### config.mk
export PLATFORM = sky130hd
export DESIGN_NAME = gregorian_date_add_days_unit
export DESIGN_NICKNAME = d
export VERILOG_FILES = /design/src/rtl/core/gdad_pkg.sv /design/src/rtl/core/gregorian_date_add_days_unit.sv /design/src/rtl/core/gdad_year_trk.sv
export SDC_FILE = /design/constraint.sdc
export NUM_CORES = 1
export LEC_CHECK = 0
export CAP_MARGIN = 40
export CORE_ASPECT_RATIO = 0.8
export CORE_MARGIN = 2
export CORE_UTILIZATION = 64
export CTS_BUF_LIST = sky130_fd_sc_hd__clkbuf_8 sky130_fd_sc_hd__clkbuf_16
export CTS_CLUSTER_SIZE = 28
export DETAILED_ROUTE_END_ITERATION = 6
export DONT_BUFFER_PORTS = 1
export GPL_ROUTABILITY_DRIVEN = 0
export HOLD_SLACK_MARGIN = 0.1
export PLACE_DENSITY = 0.79
export SETUP_SLACK_MARGIN = 0.2
export SLEW_MARGIN = 5
export SYNTH_ARGS = -nofsm -noshare
export SYNTH_HDL_FRONTEND = slang
export SYNTH_SLANG_ARGS = --single-unit
export TNS_END_PERCENT = 50
### constraint.sdc
create_clock -name clock -period 6.9 [get_ports clock]
set_input_delay 0.345 -clock clock [delete_from_list [all_inputs] [get_ports clock]]
set_output_delay 0.345 -clock clock [all_outputs]
set_load 0.005 [all_outputs]
### src/rtl/core/gdad_pkg.sv
package gdad_pkg;

   // field widths
   localparam int YEAR_W     = 12;
   localparam int YEAR_CNT_W = YEAR_W + 1;  // room for the year past the last one
   localparam int MONTH_W    = 4;
   localparam int DAY_W      = 5;
   localparam int DELTA_W    = 18;
   localparam int DIFF_W     = 18;
   localparam int YDAYS_W    = 9;

   // calendar constants
   localparam int BASE_YEAR     = 1900;
   localparam int DEF_LAST_YEAR = 2100;
   localparam int MONTHS        = 12;
   localparam int LEAP_DAYS     = 366;
   localparam int PLAIN_DAYS    = 365;
   localparam int CENTURY       = 100;
   localparam int QUAD_CENTURY  = 400;
   localparam int BASE_MOD400   = BASE_YEAR % QUAD_CENTURY;
   localparam int BASE_MOD100   = BASE_YEAR % CENTURY;
   localparam int BASE_MOD4     = BASE_YEAR % 4;
   localparam int DIFF_MAX      = 131071;
   localparam int DIFF_MIN      = -131072;

   typedef enum logic [1:0] {
      ST_OK       = 2'd0,
      ST_BAD_DATE = 2'd1,
      ST_RANGE    = 2'd2
   } status_type;

   typedef enum logic [3:0] {
      S_IDLE,
      S_START,
      S_YEARS,
      S_MONTHS,
      S_DAY,
      S_DELTA,
      S_BACK_INIT,
      S_BACK_YEARS,
      S_BACK_MONTHS,
      S_DIFF,
      S_SAT,
      S_OUT
   } state_type;

   // year tracker control and status
   typedef struct packed {
      logic init;
      logic step;
   } year_ctl_type;

   typedef struct packed {
      logic [YEAR_CNT_W-1:0] year;
      logic                  leap;
   } year_stat_type;

   // length of a month, 0 for a month code outside 1..12
   function automatic logic [DAY_W-1:0] month_days(input logic [MONTH_W-1:0] m,
                                                   input logic leap);
      logic [DAY_W-1:0] len;
      case (m)
         4'd1, 4'd3, 4'd5, 4'd7, 4'd8, 4'd10, 4'd12: len = 5'd31;
         4'd4, 4'd6, 4'd9, 4'd11:                     len = 5'd30;
         4'd2:                                        len = leap ? 5'd29 : 5'd28;
         default:                                     len = 5'd0;
      endcase
      return len;
   endfunction

endpackage

### src/rtl/core/gregorian_date_add_days_unit.sv
// A malformed date ends the item early, as soon as the check that finds it fails.
// The year loop walks one year per cycle through a single shared adder, so the block
//   takes one item at a time; the next item is taken the cycle after the result is queued.
// Synchronous active-high reset clears the sequencer and the result valid flag.
module gregorian_date_add_days_unit
   import gdad_pkg::*;
#(
   parameter int LAST_YEAR = DEF_LAST_YEAR
)(
   input  logic                      clock,
   input  logic                      reset,
   input  logic                      req_valid,
   output logic                      req_stall,
   input  logic                      req_op,
   input  logic [YEAR_W-1:0]         req_year,
   input  logic [MONTH_W-1:0]        req_month,
   input  logic [DAY_W-1:0]          req_day,
   input  logic signed [DELTA_W-1:0] req_delta,
   input  logic [YEAR_W-1:0]         req_other_year,
   input  logic [MONTH_W-1:0]        req_other_month,
   input  logic [DAY_W-1:0]          req_other_day,
   output logic                      rsp_valid,
   input  logic                      rsp_stall,
   output logic [1:0]                rsp_status,
   output logic [YEAR_W-1:0]         rsp_res_year,
   output logic [MONTH_W-1:0]        rsp_res_month,
   output logic [DAY_W-1:0]          rsp_res_day,
   output logic signed [DIFF_W-1:0]  rsp_day_difference
);

   // accumulator wide enough for a day count plus or minus a delta
   localparam int SpanDays = (LAST_YEAR - BASE_YEAR + 1) * LEAP_DAYS;
   localparam int SpanW    = $clog2(SpanDays + 1);
   localparam int CntW     = ((SpanW > DELTA_W - 1) ? SpanW : DELTA_W - 1) + 2;

   state_type                 state_ff, state_in;
   logic signed [CntW-1:0]    acc_ff, acc_in;
   logic signed [CntW-1:0]    dn0_ff, dn0_in;
   logic                      pass_ff, pass_in;
   logic [MONTH_W-1:0]        cm_ff, cm_in;
   status_type                st_ff, st_in;

   logic                      op_ff;
   logic [YEAR_W-1:0]         y_ff, oy_ff;
   logic [MONTH_W-1:0]        m_ff, om_ff;
   logic [DAY_W-1:0]          d_ff, od_ff;
   logic signed [DELTA_W-1:0] delta_ff;

   logic                      rsp_valid_ff, rsp_valid_in;
   logic [1:0]                rsp_status_ff, rsp_status_in;
   logic [YEAR_W-1:0]         rsp_year_ff, rsp_year_in;
   logic [MONTH_W-1:0]        rsp_month_ff, rsp_month_in;
   logic [DAY_W-1:0]          rsp_day_ff, rsp_day_in;
   logic signed [DIFF_W-1:0]  rsp_diff_ff, rsp_diff_in;

   year_ctl_type              yctl;
   year_stat_type             ystat;

   logic [YEAR_W-1:0]         ty;
   logic [MONTH_W-1:0]        tm;
   logic [DAY_W-1:0]          td;
   logic [YDAYS_W-1:0]        yd;
   logic [DAY_W-1:0]          md;
   logic                      sub;
   logic signed [CntW-1:0]    opd;
   logic signed [CntW-1:0]    sum;
   logic                      req_take;
   logic                      out_free;

   gdad_year_trk u_year (
      .clock (clock),
      .reset (reset),
      .ctl   (yctl),
      .stat  (ystat)
   );

   // date under conversion: first date, then the other one for a difference
   assign ty = pass_ff ? oy_ff : y_ff;
   assign tm = pass_ff ? om_ff : m_ff;
   assign td = pass_ff ? od_ff : d_ff;

   assign yd = ystat.leap ? YDAYS_W'(LEAP_DAYS) : YDAYS_W'(PLAIN_DAYS);
   assign md = month_days(cm_ff, ystat.leap);

   // the one shared adder
   assign sum = acc_ff + (sub ? ~opd : opd) + CntW'(sub);

   assign req_stall = (state_ff != S_IDLE);
   assign req_take  = req_valid && !req_stall;
   assign out_free  = !rsp_valid_ff || !rsp_stall;

   // sequencer
   always_comb begin
      state_in      = state_ff;
      acc_in        = acc_ff;
      dn0_in        = dn0_ff;
      pass_in       = pass_ff;
      cm_in         = cm_ff;
      st_in         = st_ff;
      yctl          = '0;
      sub           = 1'b0;
      opd           = '0;
      rsp_valid_in  = rsp_valid_ff && rsp_stall;
      rsp_status_in = rsp_status_ff;
      rsp_year_in   = rsp_year_ff;
      rsp_month_in  = rsp_month_ff;
      rsp_day_in    = rsp_day_ff;
      rsp_diff_in   = rsp_diff_ff;

      case (state_ff)
         S_IDLE: begin
            if (req_take) begin
               pass_in  = 1'b0;
               st_in    = ST_OK;
               state_in = S_START;
            end
         end
         S_START: begin
            acc_in    = '0;
            cm_in     = MONTH_W'(1);
            yctl.init = 1'b1;
            if ((ty < YEAR_W'(BASE_YEAR)) || (ty > YEAR_W'(LAST_YEAR)) ||
                (tm == '0) || (tm > MONTH_W'(MONTHS))) begin
               st_in    = ST_BAD_DATE;
               state_in = S_OUT;
            end else begin
               state_in = S_YEARS;
            end
         end
         // whole years from the base year up to the target year
         S_YEARS: begin
            opd = CntW'(yd);
            if (ystat.year == YEAR_CNT_W'(ty)) begin
               state_in = S_MONTHS;
            end else begin
               acc_in    = sum;
               yctl.step = 1'b1;
            end
         end
         // whole months before the target month
         S_MONTHS: begin
            opd = CntW'(md);
            if (cm_ff == tm) begin
               state_in = S_DAY;
            end else begin
               acc_in = sum;
               cm_in  = cm_ff + 1'b1;
            end
         end
         S_DAY: begin
            opd = CntW'(td - 1'b1);
            if ((td == '0) || (td > md)) begin
               st_in    = ST_BAD_DATE;
               state_in = S_OUT;
            end else begin
               acc_in = sum;
               if (!op_ff) begin
                  state_in = S_DELTA;
               end else if (!pass_ff) begin
                  dn0_in   = sum;
                  pass_in  = 1'b1;
                  state_in = S_START;
               end else begin
                  state_in = S_DIFF;
               end
            end
         end
         S_DELTA: begin
            opd      = CntW'(delta_ff);
            acc_in   = sum;
            state_in = S_BACK_INIT;
         end
         S_BACK_INIT: begin
            cm_in     = MONTH_W'(1);
            yctl.init = 1'b1;
            if (acc_ff[CntW-1]) begin
               st_in    = ST_RANGE;
               state_in = S_OUT;
            end else begin
               state_in = S_BACK_YEARS;
            end
         end
         // peel off whole years while the count covers them
         S_BACK_YEARS: begin
            sub = 1'b1;
            opd = CntW'(yd);
            if (ystat.year > YEAR_CNT_W'(LAST_YEAR)) begin
               st_in    = ST_RANGE;
               state_in = S_OUT;
            end else if (!sum[CntW-1]) begin
               acc_in    = sum;
               yctl.step = 1'b1;
            end else begin
               state_in = S_BACK_MONTHS;
            end
         end
         S_BACK_MONTHS: begin
            sub = 1'b1;
            opd = CntW'(md);
            if ((cm_ff < MONTH_W'(MONTHS)) && !sum[CntW-1]) begin
               acc_in = sum;
               cm_in  = cm_ff + 1'b1;
            end else begin
               state_in = S_OUT;
            end
         end
         S_DIFF: begin
            sub      = 1'b1;
            opd      = dn0_ff;
            acc_in   = sum;
            state_in = S_SAT;
         end
         S_SAT: begin
            if (acc_ff > CntW'(DIFF_MAX)) begin
               acc_in = CntW'(DIFF_MAX);
               st_in  = ST_RANGE;
            end else if (acc_ff < CntW'(DIFF_MIN)) begin
               acc_in = CntW'(DIFF_MIN);
               st_in  = ST_RANGE;
            end
            state_in = S_OUT;
         end
         // hand the item to the result register once it is free
         S_OUT: begin
            if (out_free) begin
               rsp_valid_in  = 1'b1;
               rsp_status_in = st_ff;
               rsp_year_in   = '0;
               rsp_month_in  = '0;
               rsp_day_in    = '0;
               rsp_diff_in   = '0;
               if (st_ff == ST_OK && !op_ff) begin
                  rsp_year_in  = ystat.year[YEAR_W-1:0];
                  rsp_month_in = cm_ff;
                  rsp_day_in   = acc_ff[DAY_W-1:0] + 1'b1;
               end
               if (op_ff && st_ff != ST_BAD_DATE) begin
                  rsp_diff_in = acc_ff[DIFF_W-1:0];
               end
               state_in = S_IDLE;
            end
         end
         default: begin
            state_in = S_IDLE;
         end
      endcase
   end

   // control registers
   always_ff @(posedge clock) begin
      if (reset) begin
         state_ff     <= S_IDLE;
         rsp_valid_ff <= 1'b0;
         pass_ff      <= 1'b0;
         st_ff        <= ST_OK;
      end else begin
         state_ff     <= state_in;
         rsp_valid_ff <= rsp_valid_in;
         pass_ff      <= pass_in;
         st_ff        <= st_in;
      end
   end

   // working and payload registers
   always_ff @(posedge clock) begin
      acc_ff        <= acc_in;
      dn0_ff        <= dn0_in;
      cm_ff         <= cm_in;
      rsp_status_ff <= rsp_status_in;
      rsp_year_ff   <= rsp_year_in;
      rsp_month_ff  <= rsp_month_in;
      rsp_day_ff    <= rsp_day_in;
      rsp_diff_ff   <= rsp_diff_in;
      if (req_take) begin
         op_ff    <= req_op;
         y_ff     <= req_year;
         m_ff     <= req_month;
         d_ff     <= req_day;
         delta_ff <= req_delta;
         oy_ff    <= req_other_year;
         om_ff    <= req_other_month;
         od_ff    <= req_other_day;
      end
   end

   assign rsp_valid          = rsp_valid_ff;
   assign rsp_status         = rsp_status_ff;
   assign rsp_res_year       = rsp_year_ff;
   assign rsp_res_month      = rsp_month_ff;
   assign rsp_res_day        = rsp_day_ff;
   assign rsp_day_difference = rsp_diff_ff;

`ifndef SYNTHESIS
   // a new result only comes out of the output state
   a_rsp_from_out: assert property (@(posedge clock) disable iff (reset)
      $rose(rsp_valid) |-> $past(state_ff == S_OUT))
      else $error("result raised outside output state");

   // failed items carry no date
   a_err_no_date: assert property (@(posedge clock) disable iff (reset)
      rsp_valid && (rsp_status != ST_OK) |->
         (rsp_res_year == '0) && (rsp_res_month == '0) && (rsp_res_day == '0))
      else $error("date fields set on a failed item");

   // a returned date is a real calendar date
   a_date_sane: assert property (@(posedge clock) disable iff (reset)
      rsp_valid && (rsp_status == ST_OK) && (rsp_res_month != '0) |->
         (rsp_res_month <= MONTH_W'(MONTHS)) && (rsp_res_day != '0) &&
         (rsp_res_year >= YEAR_W'(BASE_YEAR)))
      else $error("malformed result date");

   // the back conversion never runs past the year after the last one
   a_year_bound: assert property (@(posedge clock) disable iff (reset)
      (state_ff == S_BACK_YEARS) |-> (ystat.year <= YEAR_CNT_W'(LAST_YEAR + 1)))
      else $error("year walk overran the range");
`endif

endmodule

### src/rtl/core/gdad_year_trk.sv
module gdad_year_trk
   import gdad_pkg::*;
(
   input  logic          clock,
   input  logic          reset,
   input  year_ctl_type  ctl,
   output year_stat_type stat
);

   logic [YEAR_CNT_W-1:0] year_ff, year_in;
   logic [1:0]            c4_ff, c4_in;
   logic [6:0]            c100_ff, c100_in;
   logic [8:0]            c400_ff, c400_in;

   // year and its residues mod 4, 100, 400 walk together from the base year
   always_comb begin
      year_in = year_ff;
      c4_in   = c4_ff;
      c100_in = c100_ff;
      c400_in = c400_ff;
      if (ctl.init) begin
         year_in = YEAR_CNT_W'(BASE_YEAR);
         c4_in   = 2'(BASE_MOD4);
         c100_in = 7'(BASE_MOD100);
         c400_in = 9'(BASE_MOD400);
      end else if (ctl.step) begin
         year_in = year_ff + 1'b1;
         c4_in   = c4_ff + 1'b1;
         c100_in = (c100_ff == 7'(CENTURY - 1)) ? '0 : c100_ff + 1'b1;
         c400_in = (c400_ff == 9'(QUAD_CENTURY - 1)) ? '0 : c400_ff + 1'b1;
      end
   end

   always_ff @(posedge clock) begin
      if (reset) begin
         year_ff <= YEAR_CNT_W'(BASE_YEAR);
         c4_ff   <= 2'(BASE_MOD4);
         c100_ff <= 7'(BASE_MOD100);
         c400_ff <= 9'(BASE_MOD400);
      end else begin
         year_ff <= year_in;
         c4_ff   <= c4_in;
         c100_ff <= c100_in;
         c400_ff <= c400_in;
      end
   end

   assign stat.year = year_ff;
   assign stat.leap = (c400_ff == '0) || ((c100_ff != '0) && (c4_ff == '0));

endmodule

==> After elaboration in Yosys (flattened, before gate mapping) <==
Cells that the tools add are included.
{ "op_classes": {"mux": 55, "n_eq_ne": 46, "reduce_logical": 44, "bitwise": 3, "magnitude_cmp": 8, "addsub": 9} }
{ "op_table": {"columns": ["operator", "count"], "rows": [
  ["$mux W19", 9],
  ["$pmux W19 S8", 1],
  ["$pmux W19 S5", 1],
  ["$mux W4", 15],
  ["$pmux W4 S12", 1],
  ["$eq A4 B4 Y1 const B", 9],
  ["$eq A4 B3 Y1 const B", 8],
  ["$ne A2 B2 Y1 const B", 16],
  ["$add A19 B1 Y19", 1],
  ["$add A19 B19 Y19", 1],
  ["$gt A19 B18 Y1 const B", 1],
  ["$lt A19 B18 Y1 const B", 1],
  ["$not A19 Y19", 1],
  ["$eq A4 B2 Y1 const B", 4],
  ["$mux W2", 8],
  ["$pmux W5 S3", 1],
  ["$add A13 B1 Y13 const B", 1],
  ["$eq A13 B12 Y1", 1],
  ["$gt A13 B12 Y1 const B", 1],
  ["$gt A12 B12 Y1 const B", 1],
  ["$lt A12 B11 Y1 const B", 1],
  ["$mux W12", 1],
  ["$pmux W2 S6", 1],
  ["$pmux W4 S3", 1],
  ["other kinds (44)", 79]
]} }
{ "word_totals": {"inputBits": 65, "word_cells": 189, "out_inout_bits": 43, "ff_bits": 183} }

==> Logic depth before layout (Yosys ltp) <==
Gate-level depths: netlist of the first run.
{ "logic_depth": {"ltp_word": 14, "mapped_depth": 23} }

==> Modules after synthesis <==
A second synthesis of the first run with hierarchy kept.
{ "hier_totals": {"cells_unflattened": 881, "hier_area_um2": 9730.6} }
{ "modules_own_cells": {"columns": ["module", "area_each_um2", "n_inst", "cells_per_inst"], "rows": [
  ["gregorian_date_add_days_unit", 8235.4, 1, 709],
  ["gdad_year_trk", 1495.2, 1, 172]
]} }

==> Worst setup path before layout of the first run <==
Ideal clock, no wire load.
{ "synth_timing": {"path_type": "register -> register", "from": "register pass_ff", "to": "register acc_ff[0] (enable)", "arrival_time_ns": 5.775, "required_ns": 6.481, "period_less_slack_ns": 6.194, "setup_slack_ns": 0.706, "path_stages_with_launch": 22, "cell_sequence": "dfxtp_1 > buf_6 > buf_6 > buf_4 > buf_1 > buf_1 > mux2i_1 > ha_1 > xnor2_1 > a222oi_1 > nand2_1 > xnor2_1 > ha_1 > nor2b_1 > o31a_1 > o2111ai_2 > a21oi_1 > o31ai_4 > xor2_2 > nand2_1 > a31o_2 > nor3_1"} }
{ "synth_between": {"elab_chain_len": 11} }
{ "synth_lines": {"columns": ["item", "line_no", "rtl"], "rows": [
  ["from (decl)", "gregorian_date_add_days_unit.sv:39", "logic pass_ff, pass_in;"],
  ["from (signal assigned)", "gregorian_date_add_days_unit.sv:259", "pass_ff <= pass_in;"],
  ["$mux W5", "gregorian_date_add_days_unit.sv:80", "assign td = pass_ff ? od_ff : d_ff;"],
  ["$sub A5 B1 Y6", "gregorian_date_add_days_unit.sv:151", "opd = CntW'(td - 1'b1);"],
  ["$pmux W19 S5", "gregorian_date_add_days_unit.sv:110", "case (state_ff)"],
  ["$not A19 Y19", "gregorian_date_add_days_unit.sv:86", "assign sum = acc_ff + (sub ? ~opd : opd) + CntW'(sub);"],
  ["$mux W19", "gregorian_date_add_days_unit.sv:86", null],
  ["$add A19 B19 Y19", "gregorian_date_add_days_unit.sv:86", null],
  ["$add A19 B1 Y19", "gregorian_date_add_days_unit.sv:86", null],
  ["$logic_not A1 Y1", "gregorian_date_add_days_unit.sv:200", "if ((cm_ff < MONTH_W'(MONTHS)) && !sum[CntW-1]) begin"],
  ["$logic_and A1 B1 Y1", "gregorian_date_add_days_unit.sv:200", null],
  ["$ne A2 B2 Y1 (no line)", null, null],
  ["$reduce_and A8 Y1 (no line) (*)", null, null],
  ["to (signal assigned)", "gregorian_date_add_days_unit.sv:266", "acc_ff <= acc_in;"],
  ["to (decl)", "gregorian_date_add_days_unit.sv:37", "logic signed [CntW-1:0] acc_ff, acc_in;"]
]} }
Every way passes the cells marked *; elsewhere a longest branch is shown, timed or not.
A chain may end at the register's enable or synchronous reset.

==> Worst setup path after layout of the first run <==
{ "layout_timing": {"from": "register state_ff[2]", "to": "register u_year.c400_ff[4]"} }
{ "layout_between": {"elab_chain_len": 10} }
{ "layout_lines": {"columns": ["item", "line_no", "rtl"], "rows": [
  ["from (decl)", "gregorian_date_add_days_unit.sv:36", "state_type state_ff, state_in;"],
  ["from (signal assigned)", "gregorian_date_add_days_unit.sv:257", "state_ff <= state_in;"],
  ["$eq A4 B4 Y1, or another cell as far along", "gregorian_date_add_days_unit.sv:110", null],
  ["$reduce_or A2 Y1 (no line)", null, null],
  ["$pmux W19 S5", "gregorian_date_add_days_unit.sv:110", null],
  ["$not A19 Y19", "gregorian_date_add_days_unit.sv:86", null],
  ["$mux W19", "gregorian_date_add_days_unit.sv:86", null],
  ["$add A19 B19 Y19", "gregorian_date_add_days_unit.sv:86", null],
  ["$add A19 B1 Y19", "gregorian_date_add_days_unit.sv:86", null],
  ["$mux W1", "gregorian_date_add_days_unit.sv:190", "end else if (!sum[CntW-1]) begin"],
  ["$mux W1", "gregorian_date_add_days_unit.sv:187", "if (ystat.year > YEAR_CNT_W'(LAST_YEAR)) begin"],
  ["$pmux W1 S2", "gregorian_date_add_days_unit.sv:110", null],
  ["to (signal assigned)", "gdad_year_trk.sv:39", "c400_ff <= 9'(BASE_MOD400);"],
  ["to (signal assigned)", "gdad_year_trk.sv:44", "c400_ff <= c400_in;"],
  ["to (decl)", "gdad_year_trk.sv:13", "logic [8:0] c400_ff, c400_in;"]
]} }
Several ways; a longest one is shown, not always the timed one.

==> results of run 1 <==
[worst max-delay path, cell delays in order, from the launching register on]
cell	delay [ns]
dfxtp_1	0.91
and2b_1	0.31
nand2_1	0.14
or4b_1	0.79
nand2_1	0.22
a221oi_1	0.08
xnor2_1	0.14
ha_1	0.35
and3_1	0.23
a31oi_1	0.23
a21oi_1	0.15
o31ai_4	0.27
xor2_2	0.41
a21boi_4	0.25
buf_16	0.23
or4_1	0.56
a21oi_1	0.17
[power by group through the flow]
stage / sequential [W] / clock (W) / combinational (W)
after floorplan: 0.00170 / 0 / 0.00168
after global placement: 0.00181 / 0 / 0.00207
after detailed placement: 0.00183 / 0 / 0.00219
after CTS: 0.00181 / 0.000988 / 0.00222
after global routing: 0.00184 / 0.00104 / 0.00251
final: 0.00182 / 0.000981 / 0.00232
[layer usage]
| metal | global-route usage [%] | routed length (um) | vias to the layer above |
|---|---|---|---|
| met3 | 8.20 | 2640 | 61 |
| met4 | 10.7 | 529 | 0 |
| met2 | 44.7 | 10500 | 486 |
| met5 | 0 | 0 | - |
| met1 | 44.8 | 10400 | 3530 |
| li1 | - | - | 3456 |
[state kept, by name (all words and copies together) (netlist names), 7 cells and up]
signal / count
oy_ff: 12
acc_ff: 19
rsp_res_year: 12
u_year.c100_ff: 7
delta_ff: 18
y_ff: 12
u_year.year_ff: 13
dn0_ff: 19
rsp_day_difference: 18
u_year.c400_ff: 9
[per-stage QoR]
stage	util (%)	cell area, um2	total power (W)	cells	setup slack [ns]
finish	74.7	11100	0.00512	1165	1.38
global route	74.7	11100	0.00539	1165	1.14
CTS	74.5	11100	0.00502	1163	1.49
detailed placement	66.3	9880	0.00401	1068	1.50
global placement	65.9	9830	0.00388	1065	1.80
floorplan	-	9710	0.00339	909	0.706
[synthesized netlist by cell type (all sizes together), types with 8 or more instances]
| library cell | number |
|---|---|
| edfxtp | 144 |
| nand2 | 81 |
| nor2 | 59 |
| a21oi | 54 |
| o21ai | 51 |
| inv | 44 |
| xnor2 | 44 |
| dfxtp | 39 |
| and2 | 36 |
| ha | 32 |
| nand3 | 30 |
| clkbuf | 25 |
| mux2i | 24 |
| nor3 | 19 |
| xor2 | 18 |
| a21o | 16 |
| buf | 16 |
| a22oi | 15 |
| or4 | 14 |
| nand4 | 12 |
| o31ai | 12 |
| a31oi | 11 |
| and3 | 11 |
| or3 | 9 |
| nor2b | 8 |
[cells in the final DEF (no fill, tap or decap), types with 10 or more instances in the layout]
| master | count |
|---|---|
| o21ai_0 | 50 |
| a21o_1 | 16 |
| a22oi_1 | 14 |
| mux2i_1 | 24 |
| o31ai_1 | 10 |
| or4_1 | 13 |
| dfxtp_1 | 38 |
| xnor2_1 | 43 |
| nand4_1 | 12 |
| xor2_1 | 17 |
| nand2_1 | 81 |
| edfxtp_1 | 144 |
| and3_1 | 10 |
| a31oi_1 | 11 |
| inv_1 | 48 |
| nand3_1 | 28 |
| nor2_1 | 58 |
| and2_1 | 36 |
| a21oi_1 | 53 |
| nor3_1 | 18 |
| ha_1 | 32 |
| clkbuf_16 | 20 |
| dlygate4sd3_1 | 63 |
[final cells by class]
class,instances,area share (%)
inverter,44,1.48
clock inverter,10,0.696
tap,189,2.12
sequential,183,45.8
antenna,1,0.0225
timing repair buffer,75,6.83
multi-input combinational,641,38.3
clock buffer,22,4.74
[timing repair]
item / 4_1_cts / 5_1_grt
endpoints found under the setup margin: 0 / 0
hold buffers: 63 / 0
endpoints found under the hold margin: 71 / 0
[worst paths after layout]
path | from | to | slack [ns]
hold / removal | reset | state_ff[1] | 0.13
setup / recovery | state_ff[2] | u_year.c400_ff[4] | 1.38
hold reg to reg | u_year.c4_ff[1] | u_year.c4_ff[1] | 0.46
setup reg to reg | state_ff[2] | u_year.c400_ff[4] | 1.38
[logic make-up (layout without fill, tap and decap cells)]
family / after synthesis / after routing
buffers and inverters: 85 / 151
XOR/XNOR: 62 / 62
adder cells (fa/ha/maj): 33 / 33
multiplexers: 26 / 26
other: 0 / 1
AO/OA/AOI/OAI: 214 / 214
flip-flops: 183 / 183
AND/OR/NAND/NOR: 306 / 306
==> metrics.txt, run 1 <==
status completed; Worst Tran Pin Value around 0.99 ns; pin count of the biggest net entering global routing between 60 and 70; mapped cell area around 9700 um2; Fillers between 900 and 1000; Seq pwr share 35.5%; clk sinks between 150 and 200; die width ~140 um; PostCTS Resize Cnt 0; compound-cell area share of the yosys netlist around 15%; Leak Pwr just over 4 nW; XOR/XNOR share of the synthesized area 5.75%; vias in the first global route 6990; combinational power share a little under half; clk buf depth 2; worst reg2reg path depth 16; post-route ant nets 0; Avg Cell Area, Syn ~11 um2; Total Routing Usage GR roughly 31%; CTS tree built; sw frac about two fifths; dominant cells by area after synthesis edfxtp_1 (45%), dfxtp_1 (8.0%), ha_1 (4.1%); antenna violations before repair 1; count of final hold-check violations 0; number of remaining DRC errors 0; period utilization about four fifths; Final Max Tran Viols 0; Root Buffer clkbuf_16; power per cell area approximately 460 nW/um2; EDFF count, synth 144; Worst-Skew Late Latency roughly 0.44 ns; multi-input logic area roughly 4300 um2; minimum clock period between 5 and 6 ns; hpwl dp roughly 16 mm; combinational family with the most area after synthesis simple AND/OR/NAND/NOR gates; fraction of final layout cells sized beyond drive strength 1 ~6.7%; Post-CTS Setup Bufs 0; Setup crit end kind register; TritonRoute pass-1 iters 5; Critical Path Fanout Max 27; max-cap viol count 0; PortBufs 0; Internal approximately 0.003 W; Vias 7533; fraction of registers with async set/reset 0%; clk_skew 0.00802 ns; RSZ-0062 raised after global routing false; die height 114 um; Syn Nets between 1000 and 1500; Top FF cell, synth edfxtp_1; row count 40; setup tns final 0 ns; clock power share 19.2%; Inserted Clock Buffers 17; fmax between 150 and 200 MHz; maximum vdd ir drop between 0.2 and 0.25 mV; IO Pins approximately 110; type of origin of the critical path register; final wirelength about 24 mm; global-route wire length before repair ~38 mm; Req. time, crit path between 7 and 8 ns; Hold Path Class input port to register; Core ar. ~15000 um2; mux cell area share after synthesis under 10%; register area between 5000 and 6000 um2; Final #Nets ~1100; Net Sw Power around 0.0021 W; Area growth syn-to-layout 14.8%; Worst Path Arrival roughly 6 ns; gr ovfl total 0; WHS Path Cells 3; cells after synthesis 909; CP Class register to register; Yosys reg bits approximately 180; Slew HR about a third; final setup vio count 0; DRT iter0 DRCs approximately 950; Synth Area in Adders 4.33%; Die ar. 16200 um2; clk slew on worst S/H paths ~0.060 ns; post-synth top area share roughly 45%; DR WL/cell between 20 and 25 um; Yosys top cell by area edfxtp_1; Yosys warning total 0; unique cell type count in the Yosys netlist 76; Simple-Gate Fraction of Synth Area roughly 16%; sequential element share of the synthesized area between 50% and 60%; hold slack between 0.1 and 0.15 ns; Starting Density about two thirds; routed vias/inst 6.47; H-tree levels 4
No activity file was read; power rests on OpenSTA's default activity.
==> run 2, diff against run 1 <==
==> constraint.sdc (replaced) <==
create_clock -name clock -period 5.1 [get_ports clock]
set_input_delay 0.255 -clock clock [delete_from_list [all_inputs] [get_ports clock]]
set_output_delay 0.255 -clock clock [all_outputs]
set_load 0.005 [all_outputs]
==> run 2 against run 1 <==
Net effect: final cell count grew 2.7%; largest power group unchanged; sequential power is 35% higher; critical path depth increased by 3; sequential share of layout area fell by 1.6 points; global-route usage shrank 0.083 points; clock-buffer cell count decreased by 5.
==> metrics.txt, run 2 (synthesized netlist as in run 1, its figures left out) <==
Hold Path Class input port to register; die width 142 um (unchanged); fraction of final layout cells sized beyond drive strength 1 12.7% (+6.0 points); CTS tree built; Worst Tran Pin Value 0.662 ns (-0.329 ns); clk_skew 0.0112 ns (+0.00322 ns); commonest non-fill, non-tap cells in the layout edfxtp_1 (144), nand2_1 (80), dlygate4sd3_1 (63); Root Buffer clkbuf_16; type of origin of the critical path register; Req. time, crit path 5.26 ns (-2.01 ns); number of remaining DRC errors 0 (unchanged); placed instance area 9990 um2 (+1.1%); row count 40 (unchanged); Final #Nets 1093 (+3.1%); Die ar. 16200 um2 (unchanged); die height 114 um (unchanged); top layer reached by signal wires met4; post-route ant nets 0 (unchanged); Area growth syn-to-layout 19.0%; wl on met1 10.7 mm (+2.7%); Worst Path Arrival 5.09 ns (-0.80 ns); worst reg2reg path depth 19 (+3); post-route cell area 11600 um2 (+3.7%); Core ar. 14900 um2 (unchanged); WHS Path Cells 2 (-1); largest registers acc_ff x19, dn0_ff x19; hpwl dp 16.7 mm (+3.5%); maximum vdd ir drop 0.429 mV (+83%); power per cell area 638 nW/um2 (+39%); antenna violations before repair 0 (-1); PortBufs 0 (unchanged); WL met2 11.4 mm (+9.3%); met3 WL post-DR 2.82 mm (+7.2%); pin count of the biggest net entering global routing 47 (-25%); vias in the first global route 7014 (+0.34%); DR WL/cell 21.3 um (+3.5%); final setup margin 0.170 ns (-1.21 ns); H-tree levels 4 (unchanged); Setup crit end kind register; most common cell after layout, fill and taps aside edfxtp_1; minimum clock period 4.93 ns (-0.590 ns); DRT iter0 DRCs 985 (+3.5%); Leak Pwr 4.25 nW (+3.7%); Total Routing Usage GR 30.6% (-0.083 points); status completed; Vias 7828 (+3.9%); Worst-Skew Late Latency 0.44 ns (about the same); TritonRoute pass-1 iters 6 (+1); RSZ-0062 raised after global routing true; clk buf depth 2 (unchanged); ANT cells 0 (-1); final setup vio count 0 (unchanged); clk slew on worst S/H paths 0.07 ns (about the same); Critical Path Fanout Max 6 (-78%); Starting Density 65.1% (unchanged); clk sinks 183 (unchanged); Inserted Clock Buffers 17 (unchanged); period utilization 96.7% (+17 points); setup tns final 0 ns (unchanged); CP Class register to register; gr ovfl total 0 (unchanged); routed vias/inst 6.54 (+1.1%); max-cap viol count 0 (unchanged); global-route wire length before repair 37.9 mm (+0.24%); fmax 203 MHz (+12%); worst slack, placed 0.194 ns (-1.31 ns); count of final hold-check violations 0 (unchanged); IO Pins 108 (unchanged); Slew HR 55.6% (+23 points); Final Max Tran Viols 0 (unchanged); final wirelength 25.5 mm (+6.3%)
==> run 2: changes by cell type in the layout (fill, tap and decap cells not counted), moves of 3 or more <==
cell,change
buf_4,+30
inv_1,-7
inv_6,+7
a21oi_1,-4
a21oi_2,+4
ha_1,-4
clkinv_8,+3
==> run 2: worst paths after layout <==
path                                       from                 to  slack [ns]
worst min-delay path                      reset  u_year.c400_ff[4]        0.23
worst max-delay path                   cm_ff[1]         acc_ff[16]        0.17
worst min register to register  u_year.c4_ff[1]    u_year.c4_ff[1]        0.46
worst max register to register         cm_ff[1]         acc_ff[16]        0.17
==> run 2: through the flow <==
stage	power, W	utilization [%]	hold slack [ns]	instances
2_1_floorplan	0.00459	-	0.354	909
3_3_place_gp	0.00534	66.9	0.324	1080
3_5_place_dp	0.00548	67.0	0.326	1081
4_1_cts	0.00681	75.2	0.217	1176
5_1_grt	0.00771	77.4	0.239	1197
6_report	0.00736	77.4	0.230	1197
==> run 2: area by class of cell <==
type	instances	area, um2
Clock buffer	17	425
Clock inverter	15	158
Fill cell	915	3360
Inverter	44	165
Multi-Input combinational cell	641	4430
Sequential cell	183	5110
Tap cell	189	236
Timing Repair Buffer	108	1030
==> run 2: timing repair <==
item	CTS	global route
buffers inserted	0	19
setup endpoints to repair	4	54
hold endpoints to repair	75	0
resized for setup	1	31
gates cloned	0	2
pin swaps	0	16
hold buffers	63	0
==> run 2: power breakdown <==
group          switching (W)  leakage (nW)  internal, W
sequential          0.000309          1.66      0.00214
clock               0.000630         0.283     0.000656
combinational        0.00220          2.30      0.00143
==> run 2: critical path: stages, from the launching register on <==
cell	delay [ns]
edfxtp_1	0.50
inv_2	0.13
ha_4	0.18
or3_4	0.40
a31oi_4	0.18
a211oi_2	0.12
a211oi_2	0.34
mux2i_2	0.34
fa_2	0.27
nor2b_2	0.05
o31a_1	0.33
o2111ai_2	0.26
a21oi_2	0.11
o31ai_4	0.33
xor2_4	0.29
nand2_2	0.08
a31o_4	0.25
nor3_4	0.18
buf_6	0.15
clkbuf_16	0.14
==> run 2: per-layer routing <==
metal | vias up | GRT usage [%]
met1 | 3652 | 44.7
met3 | 76 | 7.40
met5 | - | 0
met2 | 570 | 45.9
li1 | 3530 | -
met4 | 0 | 9.13
